`src/design/vws_pkg.sv`:
```
// Shared constants, types and arithmetic helpers of the vocal waveguide step.
package vws_pkg;

    localparam int ORAL_DEF  = 44;
    localparam int NASAL_DEF = 28;

    localparam int WAVE_W  = 24;
    localparam int COEF_W  = 17;
    localparam int GAIN_W  = 17;
    localparam int JW      = 27;
    localparam int MUL_A_W = 27;
    localparam int MUL_B_W = 18;
    localparam int PROD_W  = 45;
    localparam int RND_W   = PROD_W - 16;
    localparam int IDX_W   = 6;
    localparam int CFG_IDX_W  = 2;
    localparam int CFG_DATA_W = 17;

    localparam logic [GAIN_W-1:0] ONE_Q16  = 17'd65536;
    localparam logic [GAIN_W-1:0] DAMP_Q16 = 17'd65470;

    localparam logic signed [COEF_W-1:0] GLOTTIS_RST = 17'sd49152;
    localparam logic signed [COEF_W-1:0] LIP_RST     = -17'sd55706;
    localparam logic [GAIN_W-1:0]        FADE_RST    = 17'd65536;
    localparam logic [IDX_W-1:0]         BRANCH_RST  = 6'd17;

    localparam logic [1:0] FUNC_SAMPLE = 2'd0;
    localparam logic [1:0] FUNC_ORAL   = 2'd1;
    localparam logic [1:0] FUNC_JUNC   = 2'd2;
    localparam logic [1:0] FUNC_NASAL  = 2'd3;

    localparam logic [CFG_IDX_W-1:0] REG_GLOTTIS = 2'd0;
    localparam logic [CFG_IDX_W-1:0] REG_LIP     = 2'd1;
    localparam logic [CFG_IDX_W-1:0] REG_FADE    = 2'd2;
    localparam logic [CFG_IDX_W-1:0] REG_BRANCH  = 2'd3;

    // junction unit step codes
    localparam logic [3:0] JS_GLOTTIS  = 4'd0;
    localparam logic [3:0] JS_LIP      = 4'd1;
    localparam logic [3:0] JS_NOSE     = 4'd2;
    localparam logic [3:0] JS_BLEND_A0 = 4'd3;
    localparam logic [3:0] JS_BLEND_B0 = 4'd4;
    localparam logic [3:0] JS_MIX0     = 4'd5;
    localparam logic [3:0] JS_BLEND_A1 = 4'd6;
    localparam logic [3:0] JS_BLEND_B1 = 4'd7;
    localparam logic [3:0] JS_MIX1     = 4'd8;
    localparam logic [3:0] JS_BLEND_A2 = 4'd9;
    localparam logic [3:0] JS_BLEND_B2 = 4'd10;
    localparam logic [3:0] JS_MIX2     = 4'd11;
    localparam logic [3:0] JS_LAST     = JS_MIX2;

    typedef enum logic [2:0] {
        CS_HOLD,
        CS_BLEND_A,
        CS_BLEND_B,
        CS_SCATTER,
        CS_DAMP_R,
        CS_DAMP_L
    } cell_step_t;

    typedef enum logic [1:0] {
        ST_IDLE,
        ST_JUNC,
        ST_CELL,
        ST_DONE
    } ctl_state_t;

    typedef struct packed {
        logic                     en;
        logic                     direct;
        logic signed [COEF_W-1:0] value;
    } coef_wr_t;

    // round half up, then drop 16 fraction bits
    function automatic logic signed [RND_W-1:0] rnd16(input logic signed [PROD_W-1:0] x);
        logic signed [PROD_W-1:0] y;
        y = x + PROD_W'(32768);
        return y[PROD_W-1:16];
    endfunction

    function automatic logic signed [WAVE_W-1:0] sat24(input logic signed [RND_W-1:0] x);
        logic signed [RND_W-1:0] hi;
        logic signed [RND_W-1:0] lo;
        hi = RND_W'(8388607);
        lo = -RND_W'(8388608);
        if (x > hi)
            return 24'sh7FFFFF;
        else if (x < lo)
            return 24'sh800000;
        else
            return x[WAVE_W-1:0];
    endfunction

    function automatic logic [GAIN_W-1:0] gain_clip(input logic [GAIN_W-1:0] v);
        return (v > ONE_Q16) ? ONE_Q16 : v;
    endfunction

endpackage

```
`src/design/vws_cell.sv`:
```
// One waveguide section: holds its waves and coefficients, scatters and damps.
module vws_cell
    import vws_pkg::*;
(
    input  logic                     clk,
    input  logic                     rst_n,
    input  cell_step_t               step,
    input  coef_wr_t                 cwr,
    input  logic [GAIN_W-1:0]        lam,
    input  logic [GAIN_W-1:0]        gain,
    input  logic signed [WAVE_W-1:0] rw_prev,
    input  logic signed [JW-1:0]     jr_in,
    input  logic signed [JW-1:0]     jl_in,
    output logic signed [WAVE_W-1:0] rw,
    output logic signed [WAVE_W-1:0] lw,
    output logic signed [JW-1:0]     jr,
    output logic signed [JW-1:0]     jl
);

    logic signed [WAVE_W-1:0]  rw_reg, lw_reg;
    logic signed [COEF_W-1:0]  old_reg, new_reg;
    logic signed [PROD_W-1:0]  acc_reg;
    logic signed [MUL_B_W-1:0] r_reg;
    logic signed [JW-1:0]      jr_reg, jl_reg;

    logic signed [MUL_A_W-1:0] mul_a;
    logic signed [MUL_B_W-1:0] mul_b;
    logic signed [PROD_W-1:0]  prod;
    logic signed [PROD_W-1:0]  blend_sum;
    logic signed [RND_W-1:0]   rnd;
    logic signed [RND_W-1:0]   blend_rnd;

    always_comb
    begin
        mul_a = '0;
        mul_b = '0;
        case (step)
            CS_BLEND_A:
            begin
                mul_a = MUL_A_W'(old_reg);
                mul_b = $signed({1'b0, ONE_Q16 - lam});
            end
            CS_BLEND_B:
            begin
                mul_a = MUL_A_W'(new_reg);
                mul_b = $signed({1'b0, lam});
            end
            CS_SCATTER:
            begin
                mul_a = MUL_A_W'(rw_prev) + MUL_A_W'(lw_reg);
                mul_b = r_reg;
            end
            CS_DAMP_R:
            begin
                mul_a = MUL_A_W'(jr_in);
                mul_b = $signed({1'b0, gain});
            end
            CS_DAMP_L:
            begin
                mul_a = MUL_A_W'(jl_in);
                mul_b = $signed({1'b0, gain});
            end
            default:
            begin
                mul_a = '0;
                mul_b = '0;
            end
        endcase
        prod      = PROD_W'(mul_a) * PROD_W'(mul_b);
        rnd       = rnd16(prod);
        blend_sum = acc_reg + prod;
        blend_rnd = rnd16(blend_sum);
    end

    always_ff @(posedge clk or negedge rst_n)
    begin
        if (!rst_n)
        begin
            rw_reg  <= '0;
            lw_reg  <= '0;
            old_reg <= '0;
            new_reg <= '0;
        end
        else
        begin
            if (cwr.en)
            begin
                old_reg <= cwr.direct ? cwr.value : new_reg;
                new_reg <= cwr.value;
            end
            if (step == CS_DAMP_R)
                rw_reg <= sat24(rnd);
            if (step == CS_DAMP_L)
                lw_reg <= sat24(rnd);
        end
    end

    always_ff @(posedge clk)
    begin
        if (step == CS_BLEND_A)
            acc_reg <= prod;
        if (step == CS_BLEND_B)
            r_reg <= blend_rnd[MUL_B_W-1:0];
        if (step == CS_SCATTER)
        begin
            jr_reg <= JW'(rw_prev) - rnd[JW-1:0];
            jl_reg <= JW'(lw_reg) + rnd[JW-1:0];
        end
    end

    assign rw = rw_reg;
    assign lw = lw_reg;
    assign jr = jr_reg;
    assign jl = jl_reg;

endmodule

```
`config.mk`:
```
export PLATFORM = sky130hd
export DESIGN_NAME = vws_cell
export DESIGN_NICKNAME = d
export VERILOG_FILES = /design/src/design/vws_pkg.sv /design/src/design/vws_cell.sv
export SDC_FILE = /design/constraint.sdc
export NUM_CORES = 2
export LEC_CHECK = 0
export BUFFER_PORTS_ARGS = -buffer_cell sky130_fd_sc_hd__buf_2
export CORE_UTILIZATION = 46
export CTS_CLUSTER_SIZE = 24
export DETAILED_ROUTE_END_ITERATION = 12
export GPL_TIMING_DRIVEN = 0
export REMOVE_ABC_BUFFERS = 1
export SLEW_MARGIN = 10
export SYNTH_ARGS = -nofsm -noshare
export SYNTH_HDL_FRONTEND = slang
export SYNTH_SLANG_ARGS = --single-unit
```
`constraint.sdc`:
```
create_clock -name clk -period 32.7 [get_ports clk]
set_clock_uncertainty 0.15 [all_clocks]
set_input_delay 9.81 -clock clk [delete_from_list [all_inputs] [get_ports clk]]
set_output_delay 9.81 -clock clk [all_outputs]
set_load 0.05 [all_outputs]
```
# Word level (Yosys, flattened, before mapping)
# Index checks and enable logic that the tools add are counted.
# totals
ff_bits	188
output_inout_bits	102
in_bits	136
wordCells	29
# classes
n_reduce_logical	1
addsub	7
n_lt_le_gt_ge	2
n_eq_ne	5
n_mux	5
multipliers	1
# ops
cell	count
one-hot mux 27 bit (5 select lines)	1
one-hot mux 18 bit (4 select lines)	1
2-to-1 mux 24 bit	2
adder 45 x 17 -> 45 bit (second input constant)	1
multiplier 27 x 18 -> 45 bit	1
adder 34 x 17 -> 34 bit (second input constant)	1
adder 34 bit	1
> comparator 29 x 24 -> 1 bit (second input constant)	1
< comparator 29 x 24 -> 1 bit (second input constant)	1
adder 27 bit	1
subtractor 27 bit	1
adder 24 x 24 -> 25 bit	1
2-to-1 mux 17 bit	1
subtractor 17 bit (first input constant)	1
== test 3 x 2 -> 1 bit (second input constant)	2
== test 3 bit (second input constant)	2
== test 3 x 1 -> 1 bit (second input constant)	1
OR reduction 2 bit	1

# Logic depth before layout (Yosys ltp)
# logic_depth
word_depth	8
depth_mapped	53
ltp_nobuf	51

# Least setup slack after synthesis
# OpenSTA, ideal clock, no wires.
# synth_timing
path_kind	input-to-reg
startpoint	input port step[1]
endpoint	register jr_reg[26] (netlist: jr[26]) (data pin)
setup_time_ns	0.264
cell_stages	45
required_ns	32.286
path_buffers	6
arrival_ns	21.942
path_slack_ns	10.344
path_cell_list	clkbuf_1 nor2b_1 clkbuf_1 nand2_1 inv_1 clkbuf_1 clkbuf_1 nand2_1 nand3_1 clkbuf_1 nand2_1 fa_1 inv_1 fa_1 fa_1 inv_1 fa_1 inv_1 (+9 left out) o311a_2 nand4_4 or3_1 buf_6 xnor2_1 inv_1 ha_1 a21oi_1 a21boi_0 o21ai_0 o31ai_1 o21ai_0 o21a_1 o21ai_0 a21oi_1 a211oi_1 o31ai_1 xnor2_1
# synth_via
elab_chain_len	6
word_cells_on_any_way	11
cone_classes	add/sub: 2; mul: 1; eq/ne: 5; mux: 2; reduce/logical: 1
# synth_rtl
item	line_no	rtl
start, declared	vws_cell.sv:7	input cell_step_t step,
== test 3 bit	vws_cell.sv:37	case (step)
OR reduction 2 bit (no source line)	-	
one-hot mux 18 bit (4 select lines)	vws_cell.sv:37	
multiplier 27 x 18 -> 45 bit (*)	vws_cell.sv:69	prod = PROD_W'(mul_a) * PROD_W'(mul_b);
net prod[19]	vws_cell.sv:28	logic signed [PROD_W-1:0] prod;
adder 45 x 17 -> 45 bit (*)	vws_pkg.sv:77	y = x + PROD_W'(32768);
subtractor 27 bit (*)	vws_cell.sv:106	jr_reg <= JW'(rw_prev) - rnd[JW-1:0];
end signal, assigned	vws_cell.sv:106	
end, declared	vws_cell.sv:24	logic signed [JW-1:0] jr_reg, jl_reg;
# Mark *: on every way through the listed nets, which the timed path passes. The rest lies on a longest branch.
# A chain may end at the register's enable or synchronous reset.

# Worst setup path in the final report
# layout_timing
startpoint	input port step[1]
endpoint	register jr_reg[25] (netlist: jr[25]) (data pin)
# Same word-level chain as after synthesis.

==> flow_results.org <==
** Run status
- The run finished with clean final reports.

** Layout
- Max FFs per register :: 34
- Fill cells in the final layout number 6280.
- Layout net count :: 4394
- Relative area change from synthesis to final layout :: 10.29%
- In the final layout, the share of cells above drive strength 1 is 0.1160.

** Yosys
- Mapped Cells :: approximately 3400
- Top cells by area, synth :: fa_1 31%, edfxtp_1 10%, ha_1 10%
- inv_1 is the most common cell in the netlist.
- The synthesized netlist contains between 80 and 90 unique library cells.
- Number of synthesized flops with an enable pin :: ~110
- Post-Synthesis Cell Area :: 30700 µm²
- The share of synthesized area in the top cell type comes to 0.3104.
- In the synthesized netlist the dominant register cell turns out to be edfxtp_1.
- After synthesis the netlist holds a flip-flop and latch count of between 150 and 200.
- Summed over all instances, the cell type with the most area after synthesis is fa_1.
- In this run the mean area of a mapped cell was just over 9 µm².
- Sequential-to-total area share from yosys stat :: 0.1705
- In the synthesized netlist, the cells that appear most often are 599 x inv_1, 476 x fa_1, 418 x nand2_1.
- Async set or reset register ratio after synthesis :: 0.4362
- Synthesis Warnings :: 0

** Clock tree
- After clock tree synthesis, the clock-pin slew on the worst setup and hold paths is 0.09 ns.
- H-tree levels :: 4
- Number of buffers added by the clock tree synthesis step :: 17
- For this design, the sink count on the clock tree is ~190.
- Resized Gates After CTS :: 0
- The clock reaches the later pin of the worst-skew pair after roughly 0.5 ns.
- The number of hold buffers added after CTS was 0.
- TritonCTS clock tree :: yes
- The clock passes through at most 2 buffers.
- The number of setup buffers added after CTS is 0.
- Buffer cell driving the clock tree root :: clkbuf_16

** GRT
- Antenna violations before repair :: 23
- Global-route wire length before repair :: about 140 mm
- For this run the aggregate overflow at the end of global routing stands at 0.
- Entering global routing, the biggest net connects 60 pins.
- Number of global-route vias before repair :: between 20000 and 30000
- Across every metal layer, demand over resource in global routing totals 0.2857.

** STA
- Setup repair after global routing missed its margin :: false
- Worst Tran Pin Value :: 1.314 ns
- The number of max-slew violations in the final report is 0.
- Final setup violating endpoints :: 0
- Fin crit period :: around 24 ns
- Final hold viol count :: 0
- Static timing analysis puts the maximum clock frequency at between 40 and 50 MHz.
- After routing, the total negative slack on setup checks comes to 0 ns.
- Final cycle utilization of the critical path :: 0.7391
- Headroom to the max-slew limit came out at 0.1240.

** Worst setup path
- The worst register-to-register path has a setup slack of between 15 and 20 ns.
- Depth of the most critical reg-to-reg path :: 46
- Crit-path slowest cell :: nand2_1
- Critical path arrival :: 24.29 ns
- At the worst endpoint, the required time is approximately 33 ns.
- STA classifies the critical path startpoint as an input port.
- Category of the worst setup path capture point :: flop
- Top cell by count, worst path :: fa_1
- The largest single stage delay on the critical path is 1.07 ns.
- Worst setup path class :: in -> reg
- Along the worst path, the maximum fanout reaches between 50 and 60.

** Placed design
- Detailed placement ended at an HPWL of ~75 mm.
- Final Wtd Congestion :: 0.9144
- Port buffering added 237 buffers.

** Floorplanning
- Horizontal extent of the die :: about 260 µm
- Placeable core area :: approximately 66000 µm²
- In this run the vertical extent of the chip is approximately 260 µm.
- The floorplan has between 90 and 100 rows.
- Initial core utilization :: 0.4661
- Area enclosed by the die boundary :: between 60000 and 70000 µm²
- Top Ports :: 238

** Drt
- The routed layout has 24474 vias.
- Dividing the detail-routed via count by the number of cells gives ~5.5.
- After detailed routing, the number of remaining DRC violations is 0.
- In the final routed layout, each cell accounts on average for approximately 21 µm.
- After the first detailed-routing iteration, the DRC count stood at ~1800.
- The count of nets left with antenna violations once routing finished came out at 0.
- First drt pass iteration count :: 5
- For this block, the routed nets add up to 92.85 mm of wire.

** Min path
- Class of the tightest hold or removal check :: reg -> reg
- Hold Path Depth :: 2

** Job
- Max-cap violations in this run came to 0.
==> worst max-delay path, delay by kind of cell <==
family	cells	cell delay (ns)
AO/OA/AOI/OAI	9	2.62
XOR/XNOR	3	1.12
adder cells (fa/ha/maj)	9	4.17
buffers and inverters	7	1.42
AND/OR/NAND/NOR	11	5.07
==> per-layer routing <==
layer / part of all wire / GRT usage
met2: 0.46 / 0.4484
met1: 0.41 / 0.3762
met3: 0.10 / 0.09023
met4: 0.031 / 0.08756
met5: 0.0023 / 0
==> metrics by stage <==
stage / hold slack (ns) / setup WS [ns] / util / instances / cell area, µm²
after CTS: 0.3360 / 8.618 / 0.5137 / 4407 / 33840
final: 0.3384 / 8.531 / 0.5141 / 4414 / 33860
after global routing: 0.3589 / 7.627 / 0.5140 / 4411 / 33850
after floorplan: 0.3386 / 11.22 / - / 3244 / 30180
after detailed placement: 0.3084 / 8.119 / 0.5038 / 4375 / 33180
after global placement: 0.3114 / 5.088 / 0.4927 / 4345 / 32450
==> area by class of cell <==
cell class	instances	area, µm²	share of cell area
tap	864	1081	0.03193
inverter	599	2251	0.06648
clock buffer	17	425.4	0.01256
sequential	188	5235	0.1546
multi-input combinational	2457	22960	0.6782
clock inverter	15	225.2	0.006651
antenna	6	15.01	0.0004434
timing repair buffer	268	1664	0.04915
==> cells in the final DEF, fill, tap and decap left out, types with 82 or more instances in the layout <==
master	n
a21oi_1	116
nand2_1	417
ha_1	251
edfxtp_1	106
dfrtp_1	82
inv_1	598
nor2_1	289
buf_2	238
fa_1	476
xnor2_1	120
==> kinds of logic (layout without fill, tap and decap cells) <==
| logic type | count (synthesis) | in the layout | share of synthesized area |
|---|---|---|---|
| buffers and inverters | 728 | 899 | 0.09015 |
| xor gates and xnor gates | 165 | 165 | 0.04732 |
| adders and majority gates | 728 | 728 | 0.4130 |
| muxes | 70 | 70 | 0.02409 |
| and+or+nand+nor | 977 | 977 | 0.1415 |
| AOI/OAI and AO/OA | 517 | 517 | 0.1134 |
| DFF | 188 | 188 | 0.1705 |
| other | 0 | 6 | 0 |
==> worst paths after layout <==
check,from,endpoint
setup / recovery,step[1],jr[25]$_DFFE_PP_
hold / removal,rw[23]$_DFFE_PN0N_,rw[23]$_DFFE_PN0N_
setup reg to reg,lw[0]$_DFFE_PN0N_,jr[26]$_DFFE_PP_
hold reg to reg,rw[23]$_DFFE_PN0N_,rw[23]$_DFFE_PN0N_
max in group asynchronous,rst_n,new_reg[16]$_DFFE_PN0P_
min in group asynchronous,rst_n,lw[2]$_DFFE_PN0N_
Power is not shown: default switching activity piles up to over one toggle a cycle in this logic, so the estimate is an artifact.
